===== config.mk =====
export PLATFORM = sky130hd
export DESIGN_NAME = qds_div
export DESIGN_NICKNAME = d
export VERILOG_FILES = /design/src/rtl/qds_pkg.sv /design/src/rtl/qds_div.sv
export SDC_FILE = /design/constraint.sdc
export NUM_CORES = 1
export LEC_CHECK = 0
export BUFFER_PORTS_ARGS = -buffer_cell sky130_fd_sc_hd__buf_4
export CORE_MARGIN = 2
export CORE_UTILIZATION = 48
export DETAILED_ROUTE_END_ITERATION = 12
export PLACE_DENSITY = 0.75
export SLEW_MARGIN = 25
export SYNTH_ARGS = -nofsm -noshare
export SYNTH_HDL_FRONTEND = slang
export SYNTH_SLANG_ARGS = --single-unit
export TNS_END_PERCENT = 100

===== constraint.sdc =====
create_clock -name clk -period 2.7 [get_ports clk]
set_input_delay 0.54 -clock clk [delete_from_list [all_inputs] [get_ports clk]]
set_output_delay 0.54 -clock clk [all_outputs]
set_load 0.02 [all_outputs]

===== src/rtl/qds_pkg.sv =====
// Package with the shared constants and types of the quadrature decoder with speed estimate.
`timescale 1ns / 1ps
`default_nettype none
package qds_pkg;

    localparam int unsigned DvdWidth = 74;
    localparam int unsigned DvsWidth = 32;
    localparam int unsigned CntWidth = $clog2(DvdWidth + 1);

    localparam logic [23:0] EdgeWrapLimit   = 24'd10000000;
    localparam logic signed [31:0] CountClearLimit = 32'sd2000000;
    localparam logic [3:0]  PatOneNine      = 4'b1001;
    localparam logic [3:0]  PatZeroThree    = 4'b0011;
    localparam logic [16:0] WeightOne       = 17'd65536;
    localparam logic signed [31:0] CountMax = 32'sh7FFFFFFF;
    localparam logic signed [31:0] CountMin = 32'sh80000000;
    localparam logic signed [63:0] SpeedMax = 64'sh7FFFFFFFFFFFFFFF;
    localparam logic signed [63:0] SpeedMin = 64'sh8000000000000000;

    localparam logic [31:0] DistPerCountReset = 32'd655;
    localparam logic [31:0] DeadbandReset     = 32'd655;
    localparam logic [16:0] WeightReset       = 17'd32768;

    typedef enum logic [1:0] {
        REG_DIST_PER_COUNT = 2'd0,
        REG_STOP_DEADBAND  = 2'd1,
        REG_FILTER_WEIGHT  = 2'd2,
        REG_UNUSED         = 2'd3
    } reg_index_t;

endpackage
`default_nettype wire


===== src/rtl/qds_div.sv =====
// Restoring divider that produces one quotient bit per cycle.
`timescale 1ns / 1ps
`default_nettype none
module qds_div
    import qds_pkg::*;
(
    input  wire logic                clk,
    input  wire logic                rst_n,
    input  wire logic                start,
    input  wire logic [DvdWidth-1:0] dividend,
    input  wire logic [DvsWidth-1:0] divisor,
    output logic                     busy,
    output logic                     done,
    output logic [DvdWidth-1:0]      quotient
);

    logic                busy_reg;
    logic                done_reg;
    logic [CntWidth-1:0] cnt_reg;
    logic [DvdWidth-1:0] dvd_reg;
    logic [DvsWidth-1:0] rem_reg;

    logic [DvsWidth:0]   trial;
    logic [DvsWidth:0]   trial_sub;
    logic                fits;

    always_comb
    begin
        trial     = {rem_reg, dvd_reg[DvdWidth-1]};
        trial_sub = trial - {1'b0, divisor};
        fits      = (trial >= {1'b0, divisor});
    end

    always_ff @(posedge clk or negedge rst_n)
    begin
        if (!rst_n)
        begin
            busy_reg <= 1'b0;
            done_reg <= 1'b0;
            cnt_reg  <= '0;
        end
        else
        begin
            done_reg <= 1'b0;
            if (start)
            begin
                busy_reg <= 1'b1;
                cnt_reg  <= '0;
            end
            else if (busy_reg)
            begin
                if (cnt_reg == CntWidth'(DvdWidth - 1))
                begin
                    busy_reg <= 1'b0;
                    done_reg <= 1'b1;
                end
                cnt_reg <= cnt_reg + 1'b1;
            end
        end
    end

    // Quotient bits shift into the bottom of the dividend register as it empties.
    always_ff @(posedge clk)
    begin
        if (start)
        begin
            dvd_reg <= dividend;
            rem_reg <= '0;
        end
        else if (busy_reg)
        begin
            dvd_reg <= {dvd_reg[DvdWidth-2:0], fits};
            rem_reg <= fits ? trial_sub[DvsWidth-1:0] : trial[DvsWidth-1:0];
        end
    end

    assign busy     = busy_reg;
    assign done     = done_reg;
    assign quotient = dvd_reg;

endmodule
`default_nettype wire


==> results of run 1 <==
-- cell usage in the layout, fill, tap and decap left out, drive strengths merged, types with 30 or more instances in the layout --
master / n
a21oi: 40
buf: 269
dfxtp: 32
edfxtp: 74
ha: 34
inv: 42
mux2: 75
nand2: 33
nor2: 40
o21ai: 30
-- timing repair --
action,CTS,global route
hold buffers,1,0
buffers inserted,0,1
resized for setup,6,36
pin swaps,3,9
endpoints found under the setup margin,9,31
hold endpoints to repair,9,0
-- kinds of logic after synthesis --
logic type,share of synthesized area
AOI/OAI and AO/OA,0.1341
xor gates and xnor gates,0.04131
adders and majority gates,0.06565
buffers and inverters,0.05052
muxes,0.1569
DFF,0.4551
and+or+nand+nor,0.09644
-- stage by stage --
stage | hold slack (ns) | power [mW]
floorplan | 0.2444 | 2.571
global placement | 0.3667 | 3.001
detailed placement | 0.3684 | 3.028
CTS | 0.4058 | 5.341
global route | 0.4038 | 5.516
finish | 0.4198 | 5.333
-- power breakdown --
group	internal, mW	leakage [nW]	total, mW	switching, mW
Sequential	2.02	1.16	2.11	0.0835
Clock	1.48	0.301	2.31	0.830
Combinational	0.481	2.79	0.920	0.439
-- per-layer routing --
layer  routed length [µm]  GRT usage  part of all wire
met1                 7677     0.3011              0.40
met2                 9663     0.4396              0.51
met3                 1320    0.08856             0.069
met4                  437    0.08477             0.023
met5                    0          0                 0
-- worst paths after layout --
check,endpoint,start,slack (ns)
min in group asynchronous,cnt_reg[6],rst_n,0.48
max,rem_reg[27],rem_reg[13],0.08
min reg2reg,rem_reg[2],rem_reg[2],0.47
max in group asynchronous,busy,rst_n,2.07
min,quotient[11],dividend[11],0.42
max reg2reg,rem_reg[27],rem_reg[13],0.08
-- final cells by class --
cell class / count / area [µm²] / share of cell area
Timing Repair Buffer: 270 / 2057 / 0.2105
Clock buffer: 26 / 541.8 / 0.05544
Sequential cell: 115 / 3092 / 0.3164
Multi-Input combinational cell: 435 / 3612 / 0.3697
Tap cell: 180 / 225.2 / 0.02305
Clock inverter: 6 / 66.31 / 0.006786
Inverter: 43 / 177.7 / 0.01818
==> summary.md, run 1 <==
| Metric | Value |
|---|---|
| Status | `complete, no violations` |
| Proportion of layout cells with a drive suffix above 1 | `0.4726` |
| WP data required | `2.99 ns` |
| RSZ-0062 raised after global routing | `yes` |
| Overflow after GRT | `0` |
| Ys Warns | `0` |
| Fmax | `0.3813 GHz` |
| Placed cell areas | `0.008961 mm²` |
| Clk sinks | `115` |
| CTS tree | `done` |
| Seq/Total Area, Yosys | `0.4551` |
| Final Setup Violations | `0` |
| CP arrival | `2.92 ns` |
| Ports | `185` |
| Unique masters post-synth | `63` |
| Worst slack, placed | `-0.2894 ns` |
| WP depth | `9` |
| Main synth FF type | `edfxtp_1` |
| Flops & latches, synth | `115` |
| Final setup skew | `0.005774 ns` |
| Crit path kind | `reg2reg` |
| Clock transition at path regs | `0.05 ns` |
| Worst slew pin tran | `0.6454 ns` |
| Period minus WS final | `2.622 ns` |
| Setup_tns | `0 ns` |
| Largest net degree at the start of global routing | `59` |
| Placed insts | `1041` |
| Initial Util | `0.4907` |
| Power per cell area | `545.7 mW/mm²` |
| Number of flops mapped to enable cells by yosys | `74` |
| Synth top area share | `0.3275` |
| Synth area leader | `edfxtp_1` |
| Syn Area/Cell | `10.87 µm²` |
| Maximum VDD drop | `461.2 µV` |
| CP bufs+invs | `0` |
| Vias | `5885` |
| FP Rows | `43` |
| CTS HTree Levels | `4` |
| Root buf cell | `clkbuf_16` |
| Hold path depth | `2` |
| # DRC | `0` |
| First-pass GRT wire length | `29990 µm` |
| Initial antenna violation count | `0` |
| Vias in the first global route | `6203` |
| Routability cong. | `0.9004` |
| Die H | `122.9 µm` |
| Final ANT Viol Nets | `0` |
| TritonCTS buffer count | `17` |
| GRT Util Overall | `0.2568` |
| Clock Latency Late Sink | `0.42 ns` |
| Drt via density | `5.474` |
| Full die area | `0.01510 mm²` |
| Total Nets Final | `1026` |
| Layout Cells excl Fill | `1075` |
| Post-Syn Instances | `624` |
| DR pass1 iterations | `5` |
| Crit path max-delay family | `compound AO/OA/AOI/OAI gates` |
| Max-cap violation count | `0` |
| Slowest stage cell, crit path | `dfxtp_1` |
| Most common cell in the netlist | `mux2_2` |
| Post-synthesis cell area | `0.006785 mm²` |
| Worst slew margin | `0.5693` |
| Diode count | `0` |
| Core area | `0.01383 mm²` |
| Crit Path Max Fanout | `6` |
| Hold Crit Class | `in2reg` |
| Drt initial violations | `265` |
| Ys async rst share | `0.07826` |
| Fin worst setup slack | `0.07762 ns` |
| PortBufs | `184` |
| Cell depth of the worst flop-to-flop path | `9` |
| Core Util, Final | `0.7067` |
| CP Cell Sequence | `ha_2 > a21oi_1 > a21boi_0 > o311ai_0 > o31a_1 > a221o_1 > a21boi_1 > xor2_1 > o21ai_0` |
| Final wirelength | `19100 µm` |
| Leakage power | `4.255 nW` |
| Die width | `122.9 µm` |
| Slowest Stage Delay on Critical Path | `0.37 ns` |
| Deepest clock path buffer count | `2` |
| Max reg flops | `74` |
| CP endpoint kind | `flip-flop` |
| Ranking of synthesized cells by area | `edfxtp_1 33%, mux2_2 12%, dfxtp_1 9.4%, ha_1 6.3%, dfrtp_1 3.3%` |
| Final Hold Viols | `0` |
| Synth top cells by count | `75 x mux2_2, 74 x edfxtp_1, 43 x inv_1, 40 x nor2_1, 37 x a21oi_1` |
| Dpl hpwl | `13950 µm` |
| Finished Cell Area | `0.009772 mm²` |
| Crit path launch type | `flip-flop` |
| Mapped Nets | `768` |
| Area Growth Syn to Fin | `44.02%` |
| Period utilization | `0.9713` |
| Avg WL per Cell | `17.77 µm` |
| Max Transition Viols Final | `0` |
| Fill count | `973` |
No activity file was read; power rests on OpenSTA's default activity.
==> inputs of run 2 (changes only) <==
Settings changed: CORE_UTILIZATION 48 to 55, PLACE_DENSITY 0.75 to 0.81.
Clock period 2.7 ns to 3.2 ns, I/O delays scaled along.
==> run 2 against run 1 <==
Final area decreased by 8.7%. Register-to-register slack better by 0.22 ns. Highest routed layer unchanged. Via count decreased by 5.5%.
==> summary.md, run 2 (synthesized netlist as in run 1, its figures left out) <==
| Metric | Value |
|---|---|
| Status | `complete, no violations` |
| CTS tree | `done` |
| Fill count | `841` |
| Fmax | `0.3447 GHz` |
| Clock transition at path regs | `0.06 ns` |
| WP data required | `3.49 ns` |
| Vias in the first global route | `5676` |
| Worst slew margin | `0.4314` |
| Max-cap violation count | `0` |
| Finished Cell Area | `0.008920 mm²` |
| Clock Latency Late Sink | `0.42 ns` |
| Period minus WS final | `2.901 ns` |
| Total Nets Final | `958` |
| Vias | `5564` |
| Crit path kind | `reg2reg` |
| Reg-to-reg slack, setup | `0.30 ns` |
| Routability cong. | `0.9755` |
| Commonest cells after routing, fill and taps aside | `199 x buf_4, 75 x mux2_2, 74 x edfxtp_1, 42 x inv_1, 40 x nor2_1` |
| RSZ-0062 raised after global routing | `no` |
| Crit Path Max Fanout | `3` |
| CP endpoint kind | `flip-flop` |
| Maximum VDD drop | `424.7 µV` |
| Final ANT Viol Nets | `0` |
| Final Setup Violations | `0` |
| Hold Crit Class | `in2async` |
| Final wirelength | `17850 µm` |
| Period utilization | `0.9065` |
| Max Transition Viols Final | `0` |
| CP arrival | `3.19 ns` |
| Hold slack | `0.03813 ns` |
| CTS HTree Levels | `4` |
| Proportion of layout cells with a drive suffix above 1 | `0.3833` |
| GRT Util Overall | `0.2777` |
| Overflow after GRT | `0` |
| Crit path launch type | `flip-flop` |
| Area Growth Syn to Fin | `31.46%` |
| Root buf cell | `clkbuf_16` |
| Clk sinks | `115` |
| Final setup skew | `0.01527 ns` |
| PortBufs | `184` |
| Initial Util | `0.5649` |
| Deepest clock path buffer count | `2` |
| Drt via density | `5.713` |
| Diode count | `0` |
| Drt initial violations | `371` |
| Die width | `115.1 µm` |
| FP Rows | `40` |
| Avg WL per Cell | `18.33 µm` |
| Leakage power | `3.893 nW` |
| DR pass1 iterations | `5` |
| Core Util, Final | `0.7426` |
| Most common cell after layout, fill and taps aside | `buf_4` |
| Setup_tns | `0 ns` |
| Power per cell area | `488.4 mW/mm²` |
| Full die area | `0.01324 mm²` |
| Core area | `0.01201 mm²` |
| # DRC | `0` |
| Placed cell areas | `0.008344 mm²` |
| Ports | `185` |
| Post-cts resize count | `0` |
| Max reg flops | `74` |
| Dpl hpwl | `12940 µm` |
| Worst slew pin tran | `0.8498 ns` |
| First-pass GRT wire length | `28460 µm` |
| Die H | `115.1 µm` |
| Final Hold Viols | `0` |
| TritonCTS buffer count | `17` |
| Setup repair bufs after CTS | `0` |
| Initial antenna violation count | `0` |
| CTS Hold Bufs | `0` |
| Largest net degree at the start of global routing | `111` |
## run 2: changes by cell type in the layout (fill, tap and decap cells not counted), moves of 3 or more
| cell | previous run | this run |
|---|---|---|
| buf_4 | 264 | 199 |
| ha_1 | 22 | 34 |
| ha_4 | 10 | 0 |
| buf_6 | 4 | 0 |
| clkbuf_8 | 4 | 0 |
| o21ai_0 | 18 | 22 |
| o21ai_1 | 12 | 8 |
| a21oi_1 | 34 | 37 |
| a31oi_1 | 2 | 5 |
| clkinv_1 | 0 | 3 |
## run 2: stage by stage
step           cells  power, mW  setup slack (ns)
2_1_floorplan    624      2.160           0.09878
6_report         974      4.357            0.2993
4_1_cts          974      4.385            0.3394
3_5_place_dp     942      2.498          -0.02425
5_1_grt          974      4.504            0.1058
3_3_place_gp     942      2.480          0.007802
## run 2: final timing paths
kind	cells after the start	from	to
worst max-delay path	13	quotient[73]	rem_reg[30]
worst min-delay path	1	rst_n	cnt_reg[6]
worst max register to register	13	quotient[73]	rem_reg[30]
worst min register to register	2	rem_reg[2]	rem_reg[2]
max in group asynchronous	1	rst_n	busy
min in group clk	2	rem_reg[2]	rem_reg[2]
## run 2: final cells by class
cell class,instances,area [µm²],share of cell area
inverter,43,161.4,0.01810
tap,147,183.9,0.02062
clock inverter,12,138.9,0.01557
timing repair buffer,202,1554,0.1742
clock buffer,20,436.7,0.04896
multi-input combinational,435,3356,0.3762
sequential,115,3089,0.3463
## run 2: worst max-delay path, stage by stage (launching register included)
cell	delay, ns
edfxtp_1	0.40
inv_1	0.10
ha_1	0.17
inv_1	0.06
fa_1	0.41
a21oi_1	0.24
o211ai_1	0.13
nand3_1	0.12
nand3_1	0.15
a31oi_1	0.41
o31ai_1	0.13
a21oi_1	0.19
xor2_1	0.16
o21ai_0	0.10
## run 2: layer usage
| metal | GRT usage | up-vias | routed length (µm) |
|---|---|---|---|
| met3 | 0.08751 | 33 | 1350 |
| li1 | - | 2675 | - |
| met2 | 0.4765 | 216 | 9051 |
| met4 | 0.09558 | 0 | 400 |
| met1 | 0.3307 | 2640 | 7049 |
| met5 | 0 | - | 0 |
## run 2: report_power, final
group / total [mW] / switching [mW] / internal (mW) / leakage (nW)
Clock: 1.88 / 0.669 / 1.21 / 0.284
Combinational: 0.702 / 0.345 / 0.357 / 2.45
Sequential: 1.78 / 0.0692 / 1.71 / 1.16
